--- src/hdl/afm_pkg.sv ---
`default_nettype none

package afm_pkg;

   localparam int ADDR_W = 8;
   localparam int MSG_DEPTH = 1 << ADDR_W;
   localparam int TICK_DIVIDE = 10;
   localparam logic [3:0] TICK_LAST = 4'(TICK_DIVIDE - 1);
   localparam logic [3:0] BIT_LAST = 4'd9;
   localparam logic [7:0] QUARTER_TURN = 8'd64;

   localparam logic [1:0] MODE_LOAD = 2'd0;
   localparam logic [1:0] MODE_START = 2'd1;
   localparam logic [1:0] MODE_TICK = 2'd2;

   localparam logic [1:0] EVENT_NONE = 2'd0;
   localparam logic [1:0] EVENT_REPEAT = 2'd1;
   localparam logic [1:0] EVENT_DONE = 2'd2;

   localparam logic [2:0] CSR_SAMPLES_PER_BIT = 3'd0;
   localparam logic [2:0] CSR_MARK_INCREMENT = 3'd1;
   localparam logic [2:0] CSR_SPACE_INCREMENT = 3'd2;
   localparam logic [2:0] CSR_FM_GAIN = 3'd3;
   localparam logic [2:0] CSR_ALT_FORMAT = 3'd4;
   localparam logic [2:0] CSR_REPEAT_COUNT = 3'd5;

   // quarter-wave tables, k = 0..64
   localparam logic [7:0] AMP255 [0:64] = '{
      8'd0, 8'd6, 8'd12, 8'd18, 8'd24, 8'd31, 8'd37, 8'd43, 8'd49, 8'd55, 8'd61,
      8'd68, 8'd74, 8'd79, 8'd85, 8'd91, 8'd97, 8'd103, 8'd109, 8'd114, 8'd120,
      8'd125, 8'd131, 8'd136, 8'd141, 8'd146, 8'd151, 8'd156, 8'd161, 8'd166,
      8'd171, 8'd175, 8'd180, 8'd184, 8'd188, 8'd193, 8'd197, 8'd201, 8'd204,
      8'd208, 8'd212, 8'd215, 8'd218, 8'd221, 8'd224, 8'd227, 8'd230, 8'd233,
      8'd235, 8'd237, 8'd240, 8'd242, 8'd244, 8'd245, 8'd247, 8'd248, 8'd250,
      8'd251, 8'd252, 8'd253, 8'd253, 8'd254, 8'd254, 8'd254, 8'd255
   };
   localparam logic [7:0] AMP127 [0:64] = '{
      8'd0, 8'd3, 8'd6, 8'd9, 8'd12, 8'd15, 8'd18, 8'd21, 8'd24, 8'd27, 8'd30,
      8'd33, 8'd36, 8'd39, 8'd42, 8'd45, 8'd48, 8'd51, 8'd54, 8'd57, 8'd59,
      8'd62, 8'd65, 8'd67, 8'd70, 8'd73, 8'd75, 8'd78, 8'd80, 8'd82, 8'd85,
      8'd87, 8'd89, 8'd91, 8'd94, 8'd96, 8'd98, 8'd100, 8'd102, 8'd103, 8'd105,
      8'd107, 8'd108, 8'd110, 8'd112, 8'd113, 8'd114, 8'd116, 8'd117, 8'd118,
      8'd119, 8'd120, 8'd121, 8'd122, 8'd123, 8'd123, 8'd124, 8'd125, 8'd125,
      8'd126, 8'd126, 8'd126, 8'd126, 8'd126, 8'd127
   };

   typedef struct packed {
      logic              enable;
      logic [ADDR_W-1:0] addr;
      logic [7:0]        data;
   } msg_wr_type;

   typedef struct packed {
      logic [7:0] cur;
      logic [7:0] nxt;
      logic [7:0] head0;
      logic [7:0] head1;
   } msg_rd_type;

   function automatic logic [6:0] quarter_index(input logic [7:0] idx);
      logic [6:0] r;
      r = {1'b0, idx[5:0]};
      return idx[6] ? 7'd64 - r : r;
   endfunction

   function automatic logic signed [8:0] sine255(input logic [7:0] idx);
      logic [8:0] v;
      v = {1'b0, AMP255[quarter_index(idx)]};
      return idx[7] ? -v : v;
   endfunction

   function automatic logic signed [7:0] sine127(input logic [7:0] idx);
      logic [7:0] v;
      v = AMP127[quarter_index(idx)];
      return idx[7] ? -v : v;
   endfunction

endpackage

`default_nettype wire

--- src/hdl/afm_msg_store.sv ---
`default_nettype none

module afm_msg_store (
   input  wire logic                      clock,
   input  wire afm_pkg::msg_wr_type       wr,
   input  wire logic [afm_pkg::ADDR_W-1:0] rd_addr,
   output afm_pkg::msg_rd_type            rd
);
   import afm_pkg::*;

   logic [7:0] mem [0:MSG_DEPTH-1];
   logic [ADDR_W-1:0] nxt_addr;
   logic [7:0] cur_ff;
   logic [7:0] nxt_ff;
   logic [7:0] head0_ff;
   logic [7:0] head1_ff;

   assign nxt_addr = rd_addr + ADDR_W'(1);

   always_ff @(posedge clock) begin
      if (wr.enable) begin
         mem[wr.addr] <= wr.data;
      end
   end

   // registered reads with write bypass
   always_ff @(posedge clock) begin
      if (wr.enable && wr.addr == rd_addr) begin
         cur_ff <= wr.data;
      end else begin
         cur_ff <= mem[rd_addr];
      end
      if (wr.enable && wr.addr == nxt_addr) begin
         nxt_ff <= wr.data;
      end else begin
         nxt_ff <= mem[nxt_addr];
      end
   end

   // shadow copies of the first two bytes for restart
   always_ff @(posedge clock) begin
      if (wr.enable && wr.addr == ADDR_W'(0)) begin
         head0_ff <= wr.data;
      end
      if (wr.enable && wr.addr == ADDR_W'(1)) begin
         head1_ff <= wr.data;
      end
   end

   assign rd.cur = cur_ff;
   assign rd.nxt = nxt_ff;
   assign rd.head0 = head0_ff;
   assign rd.head1 = head1_ff;

endmodule

`default_nettype wire

--- src/hdl/afsk_fm_iq_modulator.sv ---
// AFSK FM I/Q modulator.
// Request channel (req_valid / req_stall) carries one command per transfer:
// load writes req_byte_value into the message store at req_byte_address,
// start arms transmission, tick produces one I/Q sample. Load and start give
// no response; each tick gives exactly one response transfer on the rsp_
// channel with the I/Q sample, an event code and the repetition count.
// Registers are written through csr_write / csr_index / csr_data while idle,
// which the block does not enforce. A tick passes stages (bit timing and tone
// NCO, FM gain multiply, carrier accumulator and sine/cosine lookup). The
// message store is a 256-byte memory with two registered read ports that
// track the current and next byte position. One command is taken every cycle
// unless rsp_stall is high with a response waiting; then the whole pipeline
// holds and req_stall is raised until the response is taken.
// Reset (synchronous, active high) clears registers, phases and the pipeline,
// and leaves the transmitter finished until a start; the store is not cleared.
`default_nettype none

module afsk_fm_iq_modulator (
   input  wire logic              clock,
   input  wire logic              reset,
   input  wire logic              req_valid,
   output logic                   req_stall,
   input  wire logic [1:0]        req_mode,
   input  wire logic [7:0]        req_byte_address,
   input  wire logic [7:0]        req_byte_value,
   output logic                   rsp_valid,
   input  wire logic              rsp_stall,
   output logic signed [7:0]      rsp_i_sample,
   output logic signed [7:0]      rsp_q_sample,
   output logic [1:0]             rsp_event_res,
   output logic [7:0]             rsp_repeats_left,
   input  wire logic              csr_write,
   input  wire logic [2:0]        csr_index,
   input  wire logic [31:0]       csr_data
);
   import afm_pkg::*;

   logic        advance;
   logic        req_accept;

   logic [15:0] samples_per_bit_ff;
   logic [31:0] mark_increment_ff;
   logic [31:0] space_increment_ff;
   logic [15:0] fm_gain_ff;
   logic        alt_format_ff;
   logic [7:0]  repeat_count_ff;

   logic [3:0]        tick_div_ff, tick_div_in;
   logic [15:0]       bit_timer_ff, bit_timer_in;
   logic [3:0]        bit_pos_ff, bit_pos_in;
   logic [ADDR_W-1:0] byte_pos_ff, byte_pos_in;
   logic [7:0]        cur_byte_ff, cur_byte_in;
   logic [7:0]        ext_byte_ff, ext_byte_in;
   logic              cur_bit_ff, cur_bit_in;
   logic [31:0]       tone_phase_ff, tone_phase_in;
   logic [31:0]       carrier_ff, carrier_in;
   logic [7:0]        repeats_ff, repeats_in;
   logic              finished_ff, finished_in;

   logic [1:0]  evt;
   logic [7:0]  left;

   msg_wr_type  wr;
   msg_rd_type  rd;

   logic              a_vld_ff;
   logic signed [8:0] a_amp_ff;
   logic [1:0]        a_evt_ff;
   logic [7:0]        a_left_ff;
   logic               b_vld_ff;
   logic signed [25:0] b_prod_ff, b_prod_in;
   logic [1:0]         b_evt_ff;
   logic [7:0]         b_left_ff;
   logic               rsp_valid_ff;
   logic signed [7:0]  rsp_i_ff, rsp_q_ff;
   logic [1:0]         rsp_evt_ff;
   logic [7:0]         rsp_left_ff;

   assign advance = !rsp_valid_ff || !rsp_stall;
   assign req_stall = !advance;
   assign req_accept = req_valid && advance;

   afm_msg_store u_store (
      .clock   (clock),
      .wr      (wr),
      .rd_addr (byte_pos_in),
      .rd      (rd)
   );

   always_ff @(posedge clock) begin
      if (reset) begin
         samples_per_bit_ff <= '0;
         mark_increment_ff <= '0;
         space_increment_ff <= '0;
         fm_gain_ff <= '0;
         alt_format_ff <= 1'b0;
         repeat_count_ff <= '0;
      end else if (csr_write) begin
         unique case (csr_index)
            CSR_SAMPLES_PER_BIT: samples_per_bit_ff <= csr_data[15:0];
            CSR_MARK_INCREMENT:  mark_increment_ff <= csr_data;
            CSR_SPACE_INCREMENT: space_increment_ff <= csr_data;
            CSR_FM_GAIN:         fm_gain_ff <= csr_data[15:0];
            CSR_ALT_FORMAT:      alt_format_ff <= csr_data[0];
            CSR_REPEAT_COUNT:    repeat_count_ff <= csr_data[7:0];
            default: ;
         endcase
      end
   end

   always_comb begin
      logic [7:0]  cur;
      logic [7:0]  ext;
      logic [3:0]  bitp;
      logic [ADDR_W-1:0] bytep;
      logic [7:0]  rep;
      logic        fin;
      logic [9:0]  framed;
      logic        bit_v;

      tick_div_in = tick_div_ff;
      bit_timer_in = bit_timer_ff;
      bit_pos_in = bit_pos_ff;
      byte_pos_in = byte_pos_ff;
      cur_byte_in = cur_byte_ff;
      ext_byte_in = ext_byte_ff;
      cur_bit_in = cur_bit_ff;
      tone_phase_in = tone_phase_ff;
      repeats_in = repeats_ff;
      finished_in = finished_ff;
      evt = EVENT_NONE;
      left = '0;
      wr.enable = 1'b0;
      wr.addr = req_byte_address[ADDR_W-1:0];
      wr.data = req_byte_value;
      cur = '0;
      ext = '0;
      bitp = '0;
      bytep = '0;
      rep = '0;
      fin = 1'b0;
      framed = '0;
      bit_v = 1'b0;

      if (req_accept) begin
         unique case (req_mode)
            MODE_LOAD: begin
               wr.enable = 1'b1;
            end
            MODE_START: begin
               finished_in = 1'b0;
               repeats_in = repeat_count_ff;
               tick_div_in = '0;
               bit_timer_in = '0;
               bit_pos_in = '0;
               byte_pos_in = '0;
               cur_byte_in = '0;
               ext_byte_in = '0;
               cur_bit_in = 1'b0;
            end
            MODE_TICK: begin
               if (tick_div_ff >= TICK_LAST) begin
                  tick_div_in = '0;
                  if (bit_timer_ff >= samples_per_bit_ff) begin
                     bit_timer_in = '0;
                     cur = finished_ff ? cur_byte_ff : rd.cur;
                     ext = finished_ff ? ext_byte_ff : rd.nxt;
                     bitp = bit_pos_ff;
                     bytep = byte_pos_ff;
                     rep = repeats_ff;
                     fin = finished_ff;
                     if (cur == 8'd0) begin
                        if (rep != 8'd0) begin
                           rep = rep - 8'd1;
                           bitp = '0;
                           bytep = '0;
                           cur = rd.head0;
                           ext = rd.head1;
                           evt = EVENT_REPEAT;
                           left = rep;
                        end else begin
                           if (!fin) begin
                              evt = EVENT_DONE;
                           end
                           fin = 1'b1;
                           cur = '0;
                           ext = '0;
                        end
                     end
                     // start bit, byte, then bit 0 of the next byte or a stop bit
                     framed = {1'b0, cur, alt_format_ff ? ext[0] : 1'b1};
                     bit_v = (bitp <= BIT_LAST) ? framed[BIT_LAST - bitp] : framed[0];
                     if (bitp >= BIT_LAST) begin
                        bitp = '0;
                        bytep = bytep + (alt_format_ff ? ADDR_W'(2) : ADDR_W'(1));
                     end else begin
                        bitp = bitp + 4'd1;
                     end
                     cur_byte_in = cur;
                     ext_byte_in = ext;
                     bit_pos_in = bitp;
                     byte_pos_in = bytep;
                     repeats_in = rep;
                     finished_in = fin;
                     cur_bit_in = bit_v;
                  end else begin
                     bit_timer_in = bit_timer_ff + 16'd1;
                  end
                  tone_phase_in = tone_phase_ff +
                                  (cur_bit_in ? mark_increment_ff : space_increment_ff);
               end else begin
                  tick_div_in = tick_div_ff + 4'd1;
               end
            end
            default: ;
         endcase
      end
   end

   always_ff @(posedge clock) begin
      if (reset) begin
         tick_div_ff <= '0;
         bit_timer_ff <= '0;
         bit_pos_ff <= '0;
         byte_pos_ff <= '0;
         cur_byte_ff <= '0;
         ext_byte_ff <= '0;
         cur_bit_ff <= 1'b0;
         tone_phase_ff <= '0;
         repeats_ff <= '0;
         finished_ff <= 1'b1;
      end else begin
         tick_div_ff <= tick_div_in;
         bit_timer_ff <= bit_timer_in;
         bit_pos_ff <= bit_pos_in;
         byte_pos_ff <= byte_pos_in;
         cur_byte_ff <= cur_byte_in;
         ext_byte_ff <= ext_byte_in;
         cur_bit_ff <= cur_bit_in;
         tone_phase_ff <= tone_phase_in;
         repeats_ff <= repeats_in;
         finished_ff <= finished_in;
      end
   end

   assign b_prod_in = a_amp_ff * $signed({1'b0, fm_gain_ff});
   assign carrier_in = carrier_ff + {{6{b_prod_ff[25]}}, b_prod_ff};

   always_ff @(posedge clock) begin
      if (reset) begin
         a_vld_ff <= 1'b0;
         b_vld_ff <= 1'b0;
         rsp_valid_ff <= 1'b0;
         carrier_ff <= '0;
      end else if (advance) begin
         a_vld_ff <= req_accept && req_mode == MODE_TICK;
         b_vld_ff <= a_vld_ff;
         rsp_valid_ff <= b_vld_ff;
         if (b_vld_ff) begin
            carrier_ff <= carrier_in;
         end
      end
   end

   always_ff @(posedge clock) begin
      if (advance) begin
         a_amp_ff <= sine255(tone_phase_in[25:18]);
         a_evt_ff <= evt;
         a_left_ff <= left;
         b_prod_ff <= b_prod_in;
         b_evt_ff <= a_evt_ff;
         b_left_ff <= a_left_ff;
         rsp_i_ff <= sine127(carrier_in[25:18] + QUARTER_TURN);
         rsp_q_ff <= sine127(carrier_in[25:18]);
         rsp_evt_ff <= b_evt_ff;
         rsp_left_ff <= b_left_ff;
      end
   end

   assign rsp_valid = rsp_valid_ff;
   assign rsp_i_sample = rsp_i_ff;
   assign rsp_q_sample = rsp_q_ff;
   assign rsp_event_res = rsp_evt_ff;
   assign rsp_repeats_left = rsp_left_ff;

endmodule

`default_nettype wire
--- config.mk ---
export PLATFORM = sky130hd
export DESIGN_NAME = afsk_fm_iq_modulator
export DESIGN_NICKNAME = d
export VERILOG_FILES = /design/src/hdl/afm_pkg.sv /design/src/hdl/afm_msg_store.sv /design/src/hdl/afsk_fm_iq_modulator.sv
export SDC_FILE = /design/constraint.sdc
export NUM_CORES = 2
export LEC_CHECK = 0
export ABC_AREA = 1
export BUFFER_PORTS_ARGS = -buffer_cell sky130_fd_sc_hd__buf_4
export CELL_PAD_IN_SITES_DETAIL_PLACEMENT = 0
export CELL_PAD_IN_SITES_GLOBAL_PLACEMENT = 1
export CORE_MARGIN = 2
export CORE_UTILIZATION = 30
export CTS_BUF_LIST = sky130_fd_sc_hd__clkbuf_8 sky130_fd_sc_hd__clkbuf_16
export DETAILED_ROUTE_END_ITERATION = 8
export PLACE_DENSITY_LB_ADDON = 0.1
export RECOVER_POWER = 100
export SKIP_LAST_GASP = 1
export SLEW_MARGIN = 20
export SYNTH_ARGS = -nofsm -noshare
export SYNTH_HDL_FRONTEND = slang
export SYNTH_HIERARCHICAL = 1
export SYNTH_SLANG_ARGS = --single-unit
--- constraint.sdc ---
create_clock -name clock -period 13.9 [get_ports clock]
set_input_delay 2.78 -clock clock [delete_from_list [all_inputs] [get_ports clock]]
set_output_delay 2.78 -clock clock [all_outputs]
set_load 0.005 [all_outputs]
==> flow_summary.yaml <==
final_layout:
  nets: 10913
  stdcell_area_um2: 122000
  drive_above_1_share_pct: 5.992
  syn_to_final_growth_pct: 10.64
logic_synthesis:
  syn_inst: 11031
  synth.cell_area_um2: 110200
  syn_nets: 11362
  yosysWarnings: 6
  syn_avg_cell_area_um2: 9.993
sta:
  drv_slew: 2485
  fin_setup_tns_ns: 0
  relSlewSlack_pct: -388.1
  finalCritPeriodShare_pct: 87.40
  max_slew.worst_pin.slew_ns: 7.321
  clock_skew_ns: 0.04035
  fmax_mhz: 82.31
  layout_min_cycle_time_ns: 12.15
  rsz0062_at_grt: "false"
  finalSetupViolations: 0
  hold_viol: 0
placement:
  place_area_um2: 113500
  port_buffers: 79
  dpl.hpwl_um: 215600
  gp_congestion: 0.8065
grt:
  grt_max_degree: 175
  grt_use_total_pct: 19.23
  antenna_found_initial: 21
  grt_pass1_wl_um: 531900
  globalRouteOverflowTotal: 0
  grt_pass1_vias: 75199
floorplanning:
  dieArea_um2: 372300
  die_h_um: 610.2
  rows: 222
  initial_core_util_pct: 30.13
  die_w_um: 610.2
  coreArea_um2: 365800
  ioPinCount: 86
status:
  status: "finished, violations left"
  violations: "capacitance limit, slew limit"
drt:
  drt-pass1-iter-count: 5
  wl_um: 366300
  routedWlPerCell_um: 23.46
  postRouteAntennaNets: 0
  drc_errors: 0
  drt-initial-drc-count: 6163
  via_per_inst: 4.949
  vias: 77294
clock_network:
  ctsHtreeMaxLevel: 5
  cts_buffer_depth: 4
  cts_resized: 0
  cts_tree: "yes"
  clock_sinks: 2344
  cts_made_buffers: 288
  ctsHoldBuffers: 0
  cts-root-buf: "clkbuf_16"
  post-cts-setup-buffers: 0
  path_clk_slew_ns: 0.06
  clk_latency_ns: 0.91
critical_path:
  start_kind: "flop"
  worst_ep_arrival_time_ns: 12.74
  cpPeakStageDelay_ns: 1.02
  crit_fanout: 174
  path_class: "reg -> reg"
  crit_required_ns: 14.49
  path_common_cell: "nand2_1"
  reg2reg_to: "a_amp_ff[6]$_DFFE_PN_"
  endpoint_kind: "flop"
  rrSetupSlack_ns: 1.75
  crit_path_end: "a_amp_ff[6]$_DFFE_PN_"
  cp_slowest_cell: "nand2_1"
  ff2ff_path_depth: 54
pwr:
  power_density_nw_per_um2: 126.1
  peakVddDrop_uv: 92.88
  p_leak_nw: 45.52
flow_run:
  maxCapViolations: 43
min_path:
  hp-class: "reg -> reg"
critical path: cells and delay by family (launching register included):
| kind | cells | cell delay (ns) |
|---|---|---|
| AO/OA/AOI/OAI | 1 | 0.23 |
| multiplexers | 1 | 0.48 |
| flip-flops | 1 | 0.76 |
| AND/OR/NAND/NOR | 42 | 7.75 |
| buffers and inverters | 6 | 1.17 |
| adder cells (fa/ha/maj) | 4 | 1.18 |
sequential cells by signal (all words and copies together), names as in the netlist, 4 cells and up, named ones only:
signal              cells
rsp_repeats_left        8
bit_pos_ff              4
b_prod_ff              26
rsp_q_sample            8
rsp_i_sample            8
a_left_ff               8
samples_per_bit_ff     16
carrier_ff             26
a_amp_ff                9
repeat_count_ff         8
byte_pos_ff             8
space_increment_ff     26
u_store/head1_ff        7
tone_phase_ff          26
b_left_ff               8
mark_increment_ff      26
u_store/head0_ff        7
repeats_ff              8
fm_gain_ff             16
u_store/mem          2034
tick_div_ff             4
cur_byte_ff             8
bit_timer_ff           16
routing by layer:
layer | GRT usage (%) | part of all wire [%]
met4 | 5.116 | 2.9
met3 | 2.460 | 4.9
met2 | 31.04 | 46
met1 | 27.13 | 46
met5 | 0 | 0.0068
power breakdown:
group,switching (mW),total (mW),internal (mW)
sequential,0.0209,7.76,7.74
clock,3.03,7.14,4.11
combinational,0.364,0.485,0.121
total,3.41,15.4,12.0
area by class of cell:
cell class                      count  area [µm²]
Antenna cell                        4       10.01
Clock buffer                      306        7545
Clock inverter                    199        1289
Fill cell                       36793      243900
Inverter                          539        2072
Multi-Input combinational cell   7200       35040
Sequential cell                  2344       68270
Tap cell                         4816        6026
Timing Repair Buffer              209        1715
stage by stage:
stage | total power [mW] | instances | utilization, % | hold slack, ns | setup slack (ns)
after floorplan | 8.135 | 11031 | - | 0.4003 | 6.125
after global placement | 8.389 | 15106 | 31.02 | 0.4012 | 2.444
after detailed placement | 8.394 | 15106 | 31.02 | 0.4052 | 2.578
after CTS | 15.61 | 15611 | 33.43 | 0.4179 | 2.549
after global routing | 15.93 | 15614 | 33.34 | 0.4224 | 0.8699
final | 15.38 | 15617 | 33.34 | 0.4159 | 1.751
placed cells by master (no fill, tap or decap), drive strengths merged, types with 2 or more instances in the layout:
master	n
nand2	3183
a21boi	2
o22ai	7
dfxtp	215
o221ai	3
clkinvlp	9
o21ai	221
fa	102
nand4	29
diode	4
mux2	24
a21o	3
ha	171
o211ai	13
o21bai	10
nor4	5
xnor2	35
nor2	645
or2	5
a21oi	183
xor2	53
clkbuf	387
a31oi	5
o21a	3
inv	618
nor3	19
edfxtp	2129
o31ai	3
bufinv	11
clkinv	100
nand3	2445
buf	128
o32ai	6
nand3b	14
worst min path at each step:
stage | from | to | slack [ns] | cells past startpoint
5_1_grt | b_left_ff[2]$_DFFE_PN_ | rsp_repeats_left[2]$_DFFE_PN_ | 0.42 | 0
2_1_floorplan | a_evt_ff[0]$_SDFFCE_PN0N_ | b_evt_ff[0]$_DFFE_PN_ | 0.40 | 0
6_report | b_left_ff[2]$_DFFE_PN_ | rsp_repeats_left[2]$_DFFE_PN_ | 0.42 | 0
3_3_place_gp | b_left_ff[2]$_DFFE_PN_ | rsp_repeats_left[2]$_DFFE_PN_ | 0.40 | 0
4_1_cts | a_left_ff[4]$_SDFFCE_PN0N_ | b_left_ff[4]$_DFFE_PN_ | 0.42 | 0
3_5_place_dp | a_left_ff[4]$_SDFFCE_PN0N_ | b_left_ff[4]$_DFFE_PN_ | 0.41 | 0
(Power assumes the default switching activity.)
